`src/grr_pkg.sv`:
```
package grr_pkg;

  // Grid geometry.
  localparam int MAX_DIM = 64;
  localparam int DIM_CAP = (MAX_DIM / 2) * 2;
  localparam int DIM_W   = $clog2(MAX_DIM);
  localparam int SIZE_W  = DIM_W + 1;
  localparam int PER_W   = DIM_W + 2;
  localparam int ADDR_W  = 2 * DIM_W;
  localparam int DEPTH   = MAX_DIM * MAX_DIM;
  localparam int HALF_W  = 6;
  localparam int DATA_W  = 32;
  localparam int CNT_W   = $clog2(DATA_W);

  // Configuration port.
  localparam int APB_ADDR_W = 4;
  localparam int REG_IDX_W  = 2;
  localparam logic [REG_IDX_W-1:0] REG_ROWS_HALF = 2'd0;
  localparam logic [REG_IDX_W-1:0] REG_COLS_HALF = 2'd1;
  localparam logic [REG_IDX_W-1:0] REG_ROTATE    = 2'd2;

  // Commands.
  localparam logic CMD_LOAD = 1'b0;
  localparam logic CMD_READ = 1'b1;

  typedef struct packed {
    logic                     command;
    logic [5:0]               row;
    logic [5:0]               col;
    logic signed [DATA_W-1:0] element_value;
  } in_item_t;

  typedef struct packed {
    logic signed [DATA_W-1:0] rotated_value;
    logic                     bad_position;
  } out_item_t;

  // Rows or columns in use, saturated at the largest even size.
  function automatic logic [SIZE_W-1:0] dim_in_use(input logic [HALF_W-1:0] half);
    logic [HALF_W:0] n;
    n = {half, 1'b0};
    if (int'(n) > DIM_CAP) begin
      return SIZE_W'(DIM_CAP);
    end
    return SIZE_W'(n);
  endfunction

endpackage

```
`src/grr_mod.sv`:
```
// Restoring remainder: one dividend bit per cycle.
module grr_mod (
  input  logic                             clk_i,
  input  logic                             rst_ni,
  input  logic                             start_i,
  input  logic [grr_pkg::DATA_W-1:0]       dividend_i,
  input  logic [grr_pkg::PER_W-1:0]        divisor_i,
  output logic                             done_o,
  output logic [grr_pkg::PER_W-1:0]        rem_o
);

  logic                             busy_q, busy_d;
  logic                             done_q, done_d;
  logic [grr_pkg::CNT_W-1:0]        cnt_q, cnt_d;
  logic [grr_pkg::DATA_W-1:0]       quo_q, quo_d;
  logic [grr_pkg::PER_W-1:0]        rem_q, rem_d;
  logic [grr_pkg::PER_W-1:0]        div_q, div_d;
  logic [grr_pkg::PER_W:0]          trial;

  // One shift and conditional subtract per cycle.
  always_comb begin
    busy_d = busy_q;
    done_d = 1'b0;
    cnt_d  = cnt_q;
    quo_d  = quo_q;
    rem_d  = rem_q;
    div_d  = div_q;
    trial  = {rem_q, quo_q[grr_pkg::DATA_W-1]};
    if (start_i) begin
      busy_d = 1'b1;
      cnt_d  = '0;
      quo_d  = dividend_i;
      rem_d  = '0;
      div_d  = divisor_i;
    end else if (busy_q) begin
      quo_d = {quo_q[grr_pkg::DATA_W-2:0], 1'b0};
      if (trial >= {1'b0, div_q}) begin
        rem_d = grr_pkg::PER_W'(trial - {1'b0, div_q});
      end else begin
        rem_d = grr_pkg::PER_W'(trial);
      end
      cnt_d = cnt_q + 1'b1;
      if (cnt_q == grr_pkg::CNT_W'(grr_pkg::DATA_W - 1)) begin
        busy_d = 1'b0;
        done_d = 1'b1;
      end
    end
  end

  always_ff @(posedge clk_i or negedge rst_ni) begin
    if (!rst_ni) begin
      busy_q <= 1'b0;
      done_q <= 1'b0;
      cnt_q  <= '0;
    end else begin
      busy_q <= busy_d;
      done_q <= done_d;
      cnt_q  <= cnt_d;
    end
  end

  always_ff @(posedge clk_i) begin
    quo_q <= quo_d;
    rem_q <= rem_d;
    div_q <= div_d;
  end

  assign done_o = done_q;
  assign rem_o  = rem_q;

endmodule

```
`config.mk`:
```
export PLATFORM = sky130hd
export DESIGN_NAME = grr_mod
export DESIGN_NICKNAME = d
export VERILOG_FILES = /design/src/grr_pkg.sv /design/src/grr_mod.sv
export SDC_FILE = /design/constraint.sdc
export NUM_CORES = 1
export LEC_CHECK = 0
export BUFFER_PORTS_ARGS = -buffer_cell sky130_fd_sc_hd__buf_2
export CAP_MARGIN = 25
export CORE_MARGIN = 2
export CORE_UTILIZATION = 41
export DETAILED_ROUTE_END_ITERATION = 12
export HOLD_SLACK_MARGIN = 0.12
export PLACE_DENSITY = 0.64
export SYNTH_ARGS = -nofsm -noshare
export SYNTH_HDL_FRONTEND = slang
export SYNTH_SLANG_ARGS = --single-unit
```
`constraint.sdc`:
```
create_clock -name clk_i -period 4.2 [get_ports clk_i]
set_input_delay 0.84 -clock clk_i [delete_from_list [all_inputs] [get_ports clk_i]]
set_output_delay 0.84 -clock clk_i [all_outputs]
set_load 0.1 [all_outputs]
```
==> reports/results.tsv <==
metric	value	unit
ir_drop	0.422	mV
via_per_inst	5.12	
synth_seq_cells	55	
slowest_stage	buf_2	
grt_overflow	0	
synth.area.mux_share	0.153	
synth_top_family_by_area	multiplexers	
cts_buffers	5	
timing.rr.end	rem_o[6]	
die_h	84.9	um
ant_nets	0	
synth_common_cells	40 x edfxtp_1, 31 x mux2_2, 13 x inv_1	
setup_slack	2.18	ns
grt_pass1_vias	1741	
ctsHoldBuffers	0	
synth_top_area_frac	0.448	
synthSimpleGateAreaFrac	0.0887	
grt_max_degree	33	
cts_setup_buffers	0	
antennaDiodeCount	0	
synthCells	201	
crit_family	buffers and inverters	
max_stage_delay	0.46	ns
place_inst	325	
synth.most_common_cell	edfxtp_1	
io_buffers	51	
start_kind	flip-flop	
clkSinkCount	55	
wirelength	4770	um
path_clk_slew	0.11	ns
async_reset_ff_frac	0.127	
drcViolationCount	0	
grtUsageTotal	0.142	
hold_path.class	input pin to async pin	
crit_type	flip-flop to output pin	
dp_slack	1.87	ns
p_per_area	559	nW/um2
area_growth_syn_to_layout	16.6	%
boundaryPins	52	
die_x	84.9	um
dr.pass1.iters	4	
min_period	2.02	ns
seqCellArea	1540	um2
nFillCells	576	
yosysWarnings	0	
yosys.area_share.xor_xnor	0.0229	
status	finished, final reports clean	
wl_per_cell	14.3	um
cp_num_buf_inv	1	
p_leak	1.33	nW
tightestPinTransition	0.488	ns
required	3.36	ns
place_congestion	0.814	
yosys-top-cells-area	edfxtp_1 45%, mux2_2 13%, dfrtp_1 6.5%	
rsz0062_at_grt	false	
clk_path_buf_depth	2	
initial_core_util	0.422	
fin_tns_setup	0	ns
drt-initial-drc-count	90	
cap_violations	0	
htree_levels	2	
fin_crit_sh	0.482	
dieArea	7200	um2
ys_seq_area_frac	0.573	
ys_types	43	
antenna_found_initial	0	
setup.worst_path.end_class	output pin	
drv_slew	0	
cts_resized	0	
fmax	0.494	GHz
fin_skew	0.0117	ns
synth_edf_count	40	
fin_nets	309	
cts_tree	yes	
synth_area	2680	um2
crit_chain	buf_2	
synth_compound_area_frac	0.0812	
yosysTopAreaCell	edfxtp_1	
synthAdderAreaFrac	0.0542	
syn-num-nets	255	
crit_start	rem_o[2]	
cts_root_buf	clkbuf_8	
vias	1705	
arrival	1.18	ns
syn_avg_cell_area	13.3	um2
slew_headroom	0.677	
clkLatencyLatePin	0.31	ns
core_area	6350	um2
synth_ff_type	edfxtp_1	
finalSetupViolCount	0	
ff2ff_setup_slack	2.30	ns
worstPathMaxFanout	4	
hold_viol_final	0	
rr_startpoint	quo_q[31]	
fin_cells	333	
fin_util	0.492	
drive_gt1_frac	0.387	
multi_input_area	1070	um2
num_rows	29	
reg2reg_depth	8	
grt_first_pass_wirelength	8060	um
dpl.hpwl	3450	um
[layer usage]
metal,GRT usage,wire length (um),share of wire
met4,0.0303,23,0.0048
met2,0.230,2300,0.48
met1,0.184,2160,0.45
met3,0.0525,282,0.059
met5,0,0,0
[per-stage QoR]
| step | instance area (um2) | power, mW | hold slack, ns |
|---|---|---|---|
| final | 3130 | 1.75 | 0.341 |
| after global routing | 3130 | 1.85 | 0.328 |
| after floorplan | 2680 | 1.31 | 0.493 |
| after CTS | 3130 | 1.77 | 0.337 |
| after detailed placement | 3020 | 1.44 | 0.513 |
| after global placement | 3020 | 1.44 | 0.510 |
[layout make-up]
type / count / share of cell area
clock inverter: 2 / 0.00641
multi-input combinational: 127 / 0.343
inverter: 13 / 0.0156
tap: 77 / 0.0308
clock buffer: 6 / 0.0264
sequential: 55 / 0.492
timing repair buffer: 53 / 0.0865
[flip-flops by register name, indices dropped and copies added, names as in the netlist]
register	count
rem_o	8
done_o	1
cnt_q	5
quo_q	32
busy_q	1
div_q	8
[report_power, final]
part / switching [mW] / internal [mW]
clock: 0.179 / 0.139
combinational: 0.481 / 0.240
sequential: 0.0492 / 0.660
[cells in the final DEF (no fill, tap or decap), types with 2 or more instances in the layout]
cell type  synthesis  routed
a21oi_1            5       5
a311oi_1           3       3
a32oi_1            2       2
buf_2              1      51
buf_4              0       2
clkbuf_8           0       6
dfrtp_1            7       7
dfxtp_1            8       8
edfxtp_1          40      40
ha_1              10      10
inv_1             13      13
mux2_2            31      31
mux2i_1            6       6
nand2_1           11      11
nand2b_1           3       3
nand3_1            4       4
nand3b_1           2       2
nor2_1            12      12
nor2b_1            5       5
nor3_1             2       2
o21ai_0            4       4
xnor2_1            3       3
xor2_1             4       4
[worst max-delay path by stage]
stage                     end  slack, ns  cells past startpoint
floorplan            rem_o[6]       1.81                      7
finish               rem_o[2]       2.18                      1
global placement    quo_q[29]       1.90                      3
CTS                  rem_o[2]       2.15                      1
global route         quo_q[1]       2.11                      4
detailed placement  quo_q[21]       1.87                      3
[cells by family (layout without fill, tap and decap cells)]
| group | count (synthesis) | after routing |
|---|---|---|
| adder cells (fa/ha/maj) | 11 | 11 |
| AND/OR/NAND/NOR | 45 | 45 |
| buffers and inverters | 19 | 74 |
| flip-flops | 55 | 55 |
| multiplexers | 37 | 37 |
| XOR/XNOR | 7 | 7 |
| AO/OA/AOI/OAI | 27 | 27 |
(Power assumes the default switching activity.)
